[src/hw/rtl/bmme_pkg.sv]
// ----------------------------------------------------------------------------
// bmme_pkg
// Shared constants, types and helpers for the block min/max envelope.
// ----------------------------------------------------------------------------
package bmme_pkg;

    localparam int MAX_BLOCK = 512;

    localparam int SAMPLE_W = 24;
    localparam int PCM_W    = 16;
    localparam int SHIFT_W  = 2;
    localparam int LENREG_W = 10;
    localparam int CFG_W    = 10;
    localparam int CFG_IDX_W = 1;

    localparam int CNT_W = $clog2(MAX_BLOCK + 1);
    localparam int LEN_W = (CNT_W > LENREG_W) ? CNT_W : LENREG_W;

    localparam logic [CFG_IDX_W-1:0] REG_DECIMATE_SHIFT = 1'd0;
    localparam logic [CFG_IDX_W-1:0] REG_BLOCK_LENGTH   = 1'd1;

    localparam logic [SHIFT_W-1:0] SHIFT_KEEP_ALL = 2'd0;
    localparam logic [SHIFT_W-1:0] SHIFT_HALF     = 2'd1;

    localparam logic signed [PCM_W-1:0] PCM_MAX = 16'sh7fff;
    localparam logic signed [PCM_W-1:0] PCM_MIN = 16'sh8000;

    localparam logic [LENREG_W-1:0] BLOCK_LENGTH_RESET = LENREG_W'(512);

    typedef struct packed {
        logic [SHIFT_W-1:0] phase_mask;
        logic [LEN_W-1:0]   eff_len;
    } cfg_t;

    typedef struct packed {
        logic                       valid;
        logic signed [SAMPLE_W-1:0] sample_in;
        logic                       last;
    } item_t;

    function automatic logic signed [PCM_W-1:0] saturate(
        input logic signed [SAMPLE_W-1:0] s
    );
        logic signed [PCM_W-1:0] r;
        if (s < $signed({{(SAMPLE_W-PCM_W){PCM_MIN[PCM_W-1]}}, PCM_MIN}))
        begin
            r = PCM_MIN;
        end
        else if (s > $signed({{(SAMPLE_W-PCM_W){1'b0}}, PCM_MAX}))
        begin
            r = PCM_MAX;
        end
        else
        begin
            r = s[PCM_W-1:0];
        end
        return r;
    endfunction

endpackage

[src/hw/rtl/bmme_in_if.sv]
// ----------------------------------------------------------------------------
// bmme_in_if
// Sample channel: valid/ready handshake carrying one sample word.
// ----------------------------------------------------------------------------
interface bmme_in_if;
    logic                                  valid;
    logic                                  ready;
    logic signed [bmme_pkg::SAMPLE_W-1:0]  sample_in;
    logic                                  last;

    modport source (output valid, output sample_in, output last, input ready);
    modport sink   (input valid, input sample_in, input last, output ready);
endinterface

[src/hw/rtl/bmme_out_if.sv]
// ----------------------------------------------------------------------------
// bmme_out_if
// Envelope channel: valid/ready handshake carrying one min/max word.
// ----------------------------------------------------------------------------
interface bmme_out_if;
    logic                               valid;
    logic                               ready;
    logic signed [bmme_pkg::PCM_W-1:0]  block_min;
    logic signed [bmme_pkg::PCM_W-1:0]  block_max;
    logic                               final_block;

    modport source (output valid, output block_min, output block_max,
                    output final_block, input ready);
    modport sink   (input valid, input block_min, input block_max,
                    input final_block, output ready);
endinterface

[src/hw/rtl/bmme_cfg.sv]
// ----------------------------------------------------------------------------
// bmme_cfg
// Configuration registers with decoded decimation mask and clamped length.
// ----------------------------------------------------------------------------
module bmme_cfg (
    input  logic                              clk,
    input  logic                              rst_n,
    input  logic                              cfg_we,
    input  logic [bmme_pkg::CFG_IDX_W-1:0]    cfg_index,
    input  logic [bmme_pkg::CFG_W-1:0]        cfg_wdata,
    output bmme_pkg::cfg_t                    cfg
);

    logic [bmme_pkg::SHIFT_W-1:0]  shift_reg;
    logic [bmme_pkg::LENREG_W-1:0] length_reg;
    logic [bmme_pkg::LEN_W-1:0]    len_wide;

    always_ff @(posedge clk or negedge rst_n)
    begin
        if (!rst_n)
        begin
            shift_reg  <= bmme_pkg::SHIFT_KEEP_ALL;
            length_reg <= bmme_pkg::BLOCK_LENGTH_RESET;
        end
        else if (cfg_we)
        begin
            unique case (cfg_index)
                bmme_pkg::REG_DECIMATE_SHIFT:
                begin
                    shift_reg <= cfg_wdata[bmme_pkg::SHIFT_W-1:0];
                end
                bmme_pkg::REG_BLOCK_LENGTH:
                begin
                    length_reg <= cfg_wdata[bmme_pkg::LENREG_W-1:0];
                end
                default:
                begin
                end
            endcase
        end
    end

    assign len_wide = bmme_pkg::LEN_W'(length_reg);

    always_comb
    begin
        case (shift_reg)
            bmme_pkg::SHIFT_KEEP_ALL: cfg.phase_mask = 2'b00;
            bmme_pkg::SHIFT_HALF:     cfg.phase_mask = 2'b01;
            default:                  cfg.phase_mask = 2'b11;
        endcase

        if (len_wide == '0)
        begin
            cfg.eff_len = bmme_pkg::LEN_W'(1);
        end
        else if (len_wide > bmme_pkg::LEN_W'(bmme_pkg::MAX_BLOCK))
        begin
            cfg.eff_len = bmme_pkg::LEN_W'(bmme_pkg::MAX_BLOCK);
        end
        else
        begin
            cfg.eff_len = len_wide;
        end
    end

endmodule

[src/hw/rtl/bmme_in_stage.sv]
// ----------------------------------------------------------------------------
// bmme_in_stage
// Input register: captures one sample word per cycle unless full and held.
// ----------------------------------------------------------------------------
module bmme_in_stage (
    input  logic              clk,
    input  logic              rst_n,
    bmme_in_if.sink           samples,
    input  logic              advance,
    output bmme_pkg::item_t   item
);

    logic                                 valid_reg;
    logic signed [bmme_pkg::SAMPLE_W-1:0] sample_reg;
    logic                                 last_reg;
    logic                                 take;

    assign samples.ready = !valid_reg || advance;
    assign take          = samples.valid && samples.ready;

    always_ff @(posedge clk or negedge rst_n)
    begin
        if (!rst_n)
        begin
            valid_reg <= 1'b0;
        end
        else if (samples.ready)
        begin
            valid_reg <= samples.valid;
        end
    end

    always_ff @(posedge clk)
    begin
        if (take)
        begin
            sample_reg <= samples.sample_in;
            last_reg   <= samples.last;
        end
    end

    assign item.valid     = valid_reg;
    assign item.sample_in = sample_reg;
    assign item.last      = last_reg;

endmodule

[src/hw/rtl/bmme_env.sv]
// ----------------------------------------------------------------------------
// bmme_env
// Decimation, saturation and running min/max with a registered result word.
// ----------------------------------------------------------------------------
module bmme_env (
    input  logic              clk,
    input  logic              rst_n,
    input  bmme_pkg::cfg_t    cfg,
    input  bmme_pkg::item_t   item,
    output logic              advance,
    bmme_out_if.source        envelope
);

    logic [bmme_pkg::SHIFT_W-1:0]      phase_reg, phase_next;
    logic [bmme_pkg::CNT_W-1:0]        count_reg, count_next;
    logic signed [bmme_pkg::PCM_W-1:0] min_reg, min_next;
    logic signed [bmme_pkg::PCM_W-1:0] max_reg, max_next;

    logic                              out_valid_reg, out_valid_next;
    logic signed [bmme_pkg::PCM_W-1:0] out_min_reg;
    logic signed [bmme_pkg::PCM_W-1:0] out_max_reg;
    logic                              out_final_reg;

    logic                              keep;
    logic                              emit;
    logic signed [bmme_pkg::PCM_W-1:0] sat;
    logic signed [bmme_pkg::PCM_W-1:0] upd_min;
    logic signed [bmme_pkg::PCM_W-1:0] upd_max;
    logic [bmme_pkg::CNT_W-1:0]        upd_count;

    assign advance = item.valid && (!out_valid_reg || envelope.ready);

    always_comb
    begin
        keep      = (phase_reg == '0);
        sat       = bmme_pkg::saturate(item.sample_in);
        upd_min   = min_reg;
        upd_max   = max_reg;
        upd_count = count_reg;
        if (keep)
        begin
            if (sat < min_reg)
            begin
                upd_min = sat;
            end
            if (sat > max_reg)
            begin
                upd_max = sat;
            end
            upd_count = count_reg + 1'b1;
        end

        emit = (keep && (bmme_pkg::LEN_W'(upd_count) >= cfg.eff_len))
            || (item.last && (upd_count != '0));

        phase_next = item.last ? '0 : ((phase_reg + 1'b1) & cfg.phase_mask);
        if (emit || item.last)
        begin
            count_next = '0;
            min_next   = bmme_pkg::PCM_MAX;
            max_next   = bmme_pkg::PCM_MIN;
        end
        else
        begin
            count_next = upd_count;
            min_next   = upd_min;
            max_next   = upd_max;
        end

        out_valid_next = out_valid_reg && !envelope.ready;
        if (advance)
        begin
            out_valid_next = emit;
        end
    end

    always_ff @(posedge clk or negedge rst_n)
    begin
        if (!rst_n)
        begin
            phase_reg     <= '0;
            count_reg     <= '0;
            min_reg       <= bmme_pkg::PCM_MAX;
            max_reg       <= bmme_pkg::PCM_MIN;
            out_valid_reg <= 1'b0;
        end
        else
        begin
            out_valid_reg <= out_valid_next;
            if (advance)
            begin
                phase_reg <= phase_next;
                count_reg <= count_next;
                min_reg   <= min_next;
                max_reg   <= max_next;
            end
        end
    end

    always_ff @(posedge clk)
    begin
        if (advance && emit)
        begin
            out_min_reg   <= upd_min;
            out_max_reg   <= upd_max;
            out_final_reg <= item.last;
        end
    end

    assign envelope.valid       = out_valid_reg;
    assign envelope.block_min   = out_min_reg;
    assign envelope.block_max   = out_max_reg;
    assign envelope.final_block = out_final_reg;

endmodule

[src/hw/rtl/block_min_max_envelope.sv]
// ----------------------------------------------------------------------------
// block_min_max_envelope
// Min/max envelope over blocks of decimated, saturated audio samples.
//
// samples carries one 24-bit sample word and a last flag per handshake;
// envelope carries block_min, block_max and final_block, one word per
// finished block. Both use valid/ready; a word moves when both are high.
// The cfg port writes decimate_shift (index 0) and block_length (index 1).
// A sample accepted on samples reaches the envelope port in its block word
// through the input register, then the compare/update stage with its
// result register. Throughput: one sample per cycle while envelope is not
// stalled, set by the single compare-and-update stage (running min/max/count).
// When envelope is stalled with a word pending, the update stage holds and
// the input register fills, then samples.ready drops; no word is lost.
// Reset clears both registers' valid flags, the decimation phase and the
// block count, sets the running min/max to 32767/-32768, the decimation to
// keep all and the block length to 512.
// ----------------------------------------------------------------------------
module block_min_max_envelope (
    input  logic                            clk,
    input  logic                            rst_n,
    bmme_in_if.sink                         samples,
    bmme_out_if.source                      envelope,
    input  logic                            cfg_we,
    input  logic [bmme_pkg::CFG_IDX_W-1:0]  cfg_index,
    input  logic [bmme_pkg::CFG_W-1:0]      cfg_wdata
);

    bmme_pkg::cfg_t  cfg;
    bmme_pkg::item_t item;
    logic            advance;

    bmme_cfg u_cfg (
        .clk       (clk),
        .rst_n     (rst_n),
        .cfg_we    (cfg_we),
        .cfg_index (cfg_index),
        .cfg_wdata (cfg_wdata),
        .cfg       (cfg)
    );

    bmme_in_stage u_in (
        .clk     (clk),
        .rst_n   (rst_n),
        .samples (samples),
        .advance (advance),
        .item    (item)
    );

    bmme_env u_env (
        .clk      (clk),
        .rst_n    (rst_n),
        .cfg      (cfg),
        .item     (item),
        .advance  (advance),
        .envelope (envelope)
    );

    // a block word always holds at least one kept sample
    a_min_le_max: assert property (@(posedge clk) disable iff (!rst_n)
        envelope.valid |-> (envelope.block_min <= envelope.block_max))
        else $error("block_min above block_max");

    // back-pressure only when the input register is full
    a_ready_when_empty: assert property (@(posedge clk) disable iff (!rst_n)
        !samples.ready |-> item.valid)
        else $error("samples stalled with empty input register");

    // a stalled result keeps the pending sample in the input register
    a_hold_on_stall: assert property (@(posedge clk) disable iff (!rst_n)
        (envelope.valid && !envelope.ready && item.valid) |=> item.valid)
        else $error("pending sample dropped during output stall");

    // the update stage advances only with a pending sample
    a_advance_valid: assert property (@(posedge clk) disable iff (!rst_n)
        advance |-> item.valid)
        else $error("update without a pending sample");

endmodule
[src/flat_wrapper.sv]
// flat-port wrapper written by rule: the top's interface ports become plain ports
module block_min_max_envelope_flat 
  (clk, rst_n, cfg_we, cfg_index, cfg_wdata, samples_valid, samples_sample_in, samples_last, samples_ready, envelope_valid, envelope_block_min, envelope_block_max, envelope_final_block, envelope_ready);
  bmme_in_if samples_i ();
  bmme_out_if envelope_i ();
  input  logic clk;
  input  logic rst_n;
  input  logic cfg_we;
  input  logic [bmme_pkg::CFG_IDX_W-1:0] cfg_index;
  input  logic [bmme_pkg::CFG_W-1:0] cfg_wdata;
  input wire logic [$bits(samples_i.valid)-1:0] samples_valid;
  input wire logic [$bits(samples_i.sample_in)-1:0] samples_sample_in;
  input wire logic [$bits(samples_i.last)-1:0] samples_last;
  output wire logic [$bits(samples_i.ready)-1:0] samples_ready;
  output wire logic [$bits(envelope_i.valid)-1:0] envelope_valid;
  output wire logic [$bits(envelope_i.block_min)-1:0] envelope_block_min;
  output wire logic [$bits(envelope_i.block_max)-1:0] envelope_block_max;
  output wire logic [$bits(envelope_i.final_block)-1:0] envelope_final_block;
  input wire logic [$bits(envelope_i.ready)-1:0] envelope_ready;
  assign samples_i.valid = samples_valid;
  assign samples_i.sample_in = samples_sample_in;
  assign samples_i.last = samples_last;
  assign samples_ready = samples_i.ready;
  assign envelope_valid = envelope_i.valid;
  assign envelope_block_min = envelope_i.block_min;
  assign envelope_block_max = envelope_i.block_max;
  assign envelope_final_block = envelope_i.final_block;
  assign envelope_i.ready = envelope_ready;
  block_min_max_envelope u_core (.clk(clk), .rst_n(rst_n), .samples(samples_i), .envelope(envelope_i), .cfg_we(cfg_we), .cfg_index(cfg_index), .cfg_wdata(cfg_wdata));
endmodule
[config.mk]
export PLATFORM = sky130hd
export DESIGN_NAME = block_min_max_envelope_flat
export DESIGN_NICKNAME = d
export VERILOG_FILES = /design/src/hw/rtl/bmme_pkg.sv /design/src/hw/rtl/bmme_in_if.sv /design/src/hw/rtl/bmme_out_if.sv /design/src/hw/rtl/bmme_cfg.sv /design/src/hw/rtl/bmme_in_stage.sv /design/src/hw/rtl/bmme_env.sv /design/src/hw/rtl/block_min_max_envelope.sv /design/src/flat_wrapper.sv
export SDC_FILE = /design/constraint.sdc
export NUM_CORES = 1
export LEC_CHECK = 0
export BUFFER_PORTS_ARGS = -buffer_cell sky130_fd_sc_hd__buf_2
export CORE_MARGIN = 2
export CORE_UTILIZATION = 50
export DETAILED_ROUTE_END_ITERATION = 7
export GPL_TIMING_DRIVEN = 0
export PLACE_DENSITY = 0.7
export SETUP_SLACK_MARGIN = 0.4
export SYNTH_ARGS = -nofsm -noshare
export SYNTH_HDL_FRONTEND = slang
export SYNTH_SLANG_ARGS = --single-unit
[constraint.sdc]
create_clock -name clk -period 8.84 [get_ports clk]
set_input_delay 0.884 -clock clk [delete_from_list [all_inputs] [get_ports clk]]
set_output_delay 0.884 -clock clk [all_outputs]
set_load 0.05 [all_outputs]
# Yosys cells after proc, flatten, opt, wreduce, memory -nomap -nowiden
# Index checks and enable logic that the tools add are counted.
[op_classes] n_addsub=2 magnitude_cmp=6 eq_ne=1 mux=15 bitwise_logic=2 n_reduce_logical=19
[op_table] op="two-way mux 16 bit" count=8
[op_table] op="two-way mux 10 bit" count=4
[op_table] op="greater-than comparator 24 x 16 -> 1 bit (second input constant)" count=1
[op_table] op="less-than comparator 24 x 16 -> 1 bit (second input constant)" count=1
[op_table] op="greater-than comparator 16 bit" count=1
[op_table] op="less-than comparator 16 bit" count=1
[op_table] op="adder 10 x 1 -> 10 bit (second input constant)" count=1
[op_table] op="greater-or-equal comparator 10 bit" count=1
[op_table] op="greater-than comparator 10 bit (second input constant)" count=1
[op_table] op="zero test 10 bit" count=1
[op_table] op="nonzero test 10 bit" count=1
[op_table] op="logical AND 1 bit" count=6
[op_table] op="zero test 2 bit" count=2
[op_table] op="logical OR 1 bit" count=4
[op_table] op="one-hot mux 2 bit (2 select lines)" count=1
[op_table] op="AND reduction 2 bit" count=2
[op_table] op="zero test 1 bit" count=3
[op_table] op="adder 2 x 1 -> 2 bit (second input constant)" count=1
[op_table] op="AND 2 bit" count=1
[op_table] op="equality test 2 x 1 -> 1 bit (second input constant)" count=1
[op_table] op="two-way mux 2 bit" count=1
[op_table] op="two-way mux 1 bit" count=1
[op_table] op="NOT 1 bit" count=1
[totals] reg_bits=116 input_bits=41 output_inout_bits=35

# Logic depth before layout (Yosys ltp)
[logic_depth] depth_word=8 depth_mapped=15

# Hierarchy
# Synthesis repeated with hierarchy kept, for this count alone.
[unflattened] hier_cells=536 area_unflattened_um2=6027.0
[modules_own_cells] mod="bmme_env" n_inst=1 cells_each=463 area_each_um2=4624.4 seq_area_each_um2=2137.0
[modules_own_cells] mod="bmme_in_stage" n_inst=1 cells_each=31 area_each_um2=819.5 seq_area_each_um2=775.7
[modules_own_cells] mod="bmme_cfg" n_inst=1 cells_each=42 area_each_um2=583.1 seq_area_each_um2=301.5

# Worst setup path after synthesis
# OpenSTA, ideal clock, no wires.
[synth_path] path_type="register -> register" start="register u_core.u_env.phase_reg[0] (netlist bit)" end="register u_core.u_env.out_max_reg, in the netlist u_core.u_env.envelope.block_max[0], enable pin" setup_ns=0.427 arrival_ns=3.758 path_slack_ns=4.655 path_stages_with_launch=15 path_buffers=3 synth_period_minus_slack_ns=4.185 path_cell_list="dfrtp_1 -> inv_1 -> ha_1 -> buf_2 -> buf_1 -> nand2_1 -> xnor2_1 -> ha_1 -> a21o_1 -> a31oi_1 -> o21a_1 -> o21ai_1 -> clkbuf_1 -> nand2_1 -> o21ai_1"
[synth_via] elab_chain_cells=6 elab_cells_between_ends=8 cone_classes="order compare: 1; mux: 1; reduce/logical: 6"
[synth_rtl] item="start, declared" line_no="bmme_env.sv:14" source="logic [bmme_pkg::SHIFT_W-1:0] phase_reg, phase_next;"
[synth_rtl] item="start signal, assigned" line_no="bmme_env.sv:92" source="phase_reg <= phase_next;"
[synth_rtl] item="zero test 2 bit (*)" line_no="bmme_env.sv:35" source="keep = (phase_reg == '0);"
[synth_rtl] item="two-way mux 10 bit" line_no="bmme_env.sv:40" source="if (keep)"
[synth_rtl] item="greater-or-equal comparator 10 bit / nonzero test 10 bit (equally long branches)" line_no="bmme_env.sv:53, bmme_env.sv:54"
[synth_rtl] item="logical AND 1 bit, on equally long branches" line_no="bmme_env.sv:53, bmme_env.sv:54"
[synth_rtl] item="logical OR 1 bit (*)" line_no="bmme_env.sv:54" source="|| (item.last && (upd_count != '0));"
[synth_rtl] item="logical AND 1 bit (*)" line_no="bmme_env.sv:102" source="if (advance && emit)"
[synth_rtl] item="end signal, assigned" line_no="bmme_env.sv:105" source="out_max_reg <= upd_max;"
[synth_rtl] item="end, declared" line_no="bmme_env.sv:21" source="logic signed [bmme_pkg::PCM_W-1:0] out_max_reg;"
# Mark *: on every way between the ends. The rest lies on a longest branch, timed or not.
# A chain may end at the register's enable or synchronous reset.

# Worst setup path after layout
[layout_path] start="register u_core.u_env.phase_reg[0] (netlist bit)" end="register u_core.u_env.out_max_reg, in the netlist u_core.u_env.envelope.block_max[4], enable pin"
# Same word-level chain as after synthesis.

==> run summary <==
Yosys top cell by area - edfxtp_1
mean post-synth cell area - 10.50 µm²
crit path max fanout - 24
Final HPWL DP - 10.73 mm
Fin Setup TNS - 0 ps
final antenna-violating net count - 0
area delta synth->final - 20.23%
routed vias - 5075
FF+latch count, synth - 116
Die Footprint - 13860 µm²
drt first pass iters - 5
Die Y - 117.7 µm
synthesized area - 6469 µm²
Rel. slew slack - 0.1784
Top FF cell, synth - edfxtp_1
compound-cell area share of the yosys netlist - 0.1501
first-pass GRT wire length - 25.19 mm
share of cells above drive strength 1 - 0.2224
f_max - 233.8 MHz
clock sink count - 116
Static Leak - 3.376 nW
fillers - 1085
Tcrit/Tclk final - 0.4838
CTS buffer count - 17
Netlist cell types - 61
worst hold margin - 472.2 ps
Adder-Cell Fraction of Synth Area - 0.08317
Ports - 76
RSZ-0062 raised after global routing - false
die width - 117.7 µm
Placeable Area - 12620 µm²
outcome - finished clean
total number of yosys warnings - 0
hold-fix buffer count after cts - 0
Final Hold Viols - 0
WP data required - 8960 ps
Crit Path Class - flop to flop
fin nets - 795
Global Route Usage Sum - 0.2299
antenna violations before repair - 0
H-tree levels - 4
routed len/inst - 16.91 µm
sequential cell area - 3214 µm²
Final Skew - 8.980 ps
Setup Buffers After CTS - 0
sequential-to-total area share from yosys stat - 0.4969
vias in the first global route - 5100
share of the synthesized area in the top cell type - 0.2692
Starting DRT DRC Count - 313
Largest register FFs - 24
Antenna Diode Count - 0
Clock Path Buffers - 2
post-DR vias/cell - 5.664
multi-input logic area - 2925 µm²
# rows - 41
leading post-synthesis cells by cell area - edfxtp_1 27%, dfrtp_1 16%, ha_1 8.3%
minimum clock period - 4277 ps
Simple-Gate Fraction of Synth Area - 0.1569
Worst setup SP type - flop
post-synthesis xor/xnor area fraction - 0.009478
Initial Util - 0.5126
Post-DP Area - 7098 µm²
actual slew at the worst max-slew pin - 1232 ps
Post-route DRC - 0
Syn Inst Count - 616
WP data arrival - 4400 ps
cts repair resizes - 0
total wire length - 15.15 mm
max-cap violations - 0
Worst-path clk slew - 50 ps
FFs w/ async S/R, synth - 0.5000
largest family of logic cells by synthesized area - simple AND/OR/NAND/NOR gates
Post-Syn Nets - 700
Design Area, Final - 7777 µm²
pin count of the biggest net entering global routing - 59
CP endpoint kind - flop
Power, Total - 0.002717 W
fraction of synthesized area in multiplexers - 0.05087
CTS tree - built
maximum vdd drop - 0.1663 mV
Pwr Density - 349.3 nW/µm²
worst skew pair latency - 420 ps
Setup violations, final - 0
Port Buffers - 75
grt ovf - 0
RD Place Congestion - 0.8735
worst hold path type - flop to flop
Slew Viols, Final - 0
clock root buffer - clkbuf_16
number of synthesized flops with an enable pin - 58
[placed cells by master, fill, tap and decap left out, types with 4 or more instances in the layout]
master     synthesis  layout
a211oi_1          19      19
a21o_1             5       5
a21oi_1           32      32
a22o_1            19      19
buf_2              5      79
bufinv_16          0       6
clkbuf_1          18      18
clkbuf_16          0      17
dfrtp_1           41      41
dfstp_2           17      17
edfxtp_1          58      58
ha_1              43      43
inv_1             53      53
mux2_2            14      14
mux2i_1           16      16
nand2_1           64      64
nand2b_1           5       5
nand4_1            9       9
nor2_1            43      43
nor2b_1            5       5
nor3_1             9       9
nor4_1             4       4
nor4b_1           16      16
o21ai_0           33      33
o21ai_1           14      13
or3_1             19      19
xnor2_1            5       5
[report_power, final]
part	internal [W]	total, W	switching, W	leakage, nW
Clock	0.000531	0.000788	0.000258	0.322
Sequential	0.000779	0.000864	0.0000858	1.26
Combinational	0.000358	0.00106	0.000706	1.80
[routing by layer]
| layer | wire, µm | global-route usage | up-vias | share of wire |
|---|---|---|---|---|
| li1 | - | - | 2438 | - |
| met1 | 6806 | 0.3073 | 2414 | 0.45 |
| met2 | 7222 | 0.3699 | 193 | 0.48 |
| met3 | 790 | 0.04603 | 30 | 0.052 |
| met4 | 331 | 0.08886 | 0 | 0.022 |
| met5 | 0 | 0 | - | 0 |
[synth_stat cells (5+ instances only)]
cell type	n
nand2_1	64
edfxtp_1	58
mux2i_1	16
a21oi_1	32
inv_1	53
nor2_1	43
clkbuf_1	18
mux2_2	14
xnor2_1	5
a21o_1	5
dfrtp_1	41
buf_2	5
o21ai_0	33
nor4b_1	16
nand4_1	9
nor3_1	9
or3_1	19
dfstp_2	17
a211oi_1	19
nand2b_1	5
nor2b_1	5
o21ai_1	14
a22o_1	19
ha_1	43
[path summary, 6_finish.rpt]
check                                                           start                                            to  slack (ps)  cells after the start
worst max-delay path            u_core.u_env.phase_reg[0]$_DFFE_PN0P_  u_core.u_env.envelope.block_max[4]$_DFFE_PP_        4560                     15
min in group asynchronous                                       rst_n             u_core.u_in.valid_reg$_DFFE_PN0N_         550                      1
max in group asynchronous                                       rst_n          u_core.u_env.max_reg[11]$_DFFE_PN0P_        7790                      1
worst min-delay path                   u_core.u_in.last_reg$_DFFE_PP_   u_core.u_env.envelope.final_block$_DFFE_PP_         470                      0
worst min register to register         u_core.u_in.last_reg$_DFFE_PP_   u_core.u_env.envelope.final_block$_DFFE_PP_         470                      0
worst max register to register  u_core.u_env.phase_reg[0]$_DFFE_PN0P_  u_core.u_env.envelope.block_max[4]$_DFFE_PP_        4560                     15
[logic make-up after synthesis]
group           after synthesis
fa+ha+maj                    43
buf+inv                      83
simple gates                190
mux                          31
compound gates              146
flops                       116
xor+xnor                      7
[stage by stage]
stage               std cells  worst slack, ps  utilization
global placement          863             3487       0.5594
global route              896             4234       0.6163
floorplan                 616             4655            -
detailed placement        864             4609       0.5625
CTS                       896             4568       0.6161
finish                    896             4563       0.6163
[worst max-delay path: stages (launching register included)]
cell	delay (ps)
dfrtp_1	390
inv_1	60
ha_1	150
buf_2	240
buf_1	480
nand2_1	130
xnor2_1	190
ha_1	320
a21o_1	110
a31oi_1	40
o21a_1	220
o21ai_1	560
clkbuf_1	440
nand2_1	170
o21ai_4	220
buf_16	240
[layout make-up]
class | instances | share of cell area
timing repair buffer | 76 | 0.05212
sequential | 116 | 0.4133
tap | 172 | 0.02767
inverter | 55 | 0.02654
buffer | 28 | 0.01721
multi-input combinational | 417 | 0.3761
clock inverter | 15 | 0.03234
clock buffer | 17 | 0.05470
No activity file was read; power rests on OpenSTA's default activity.
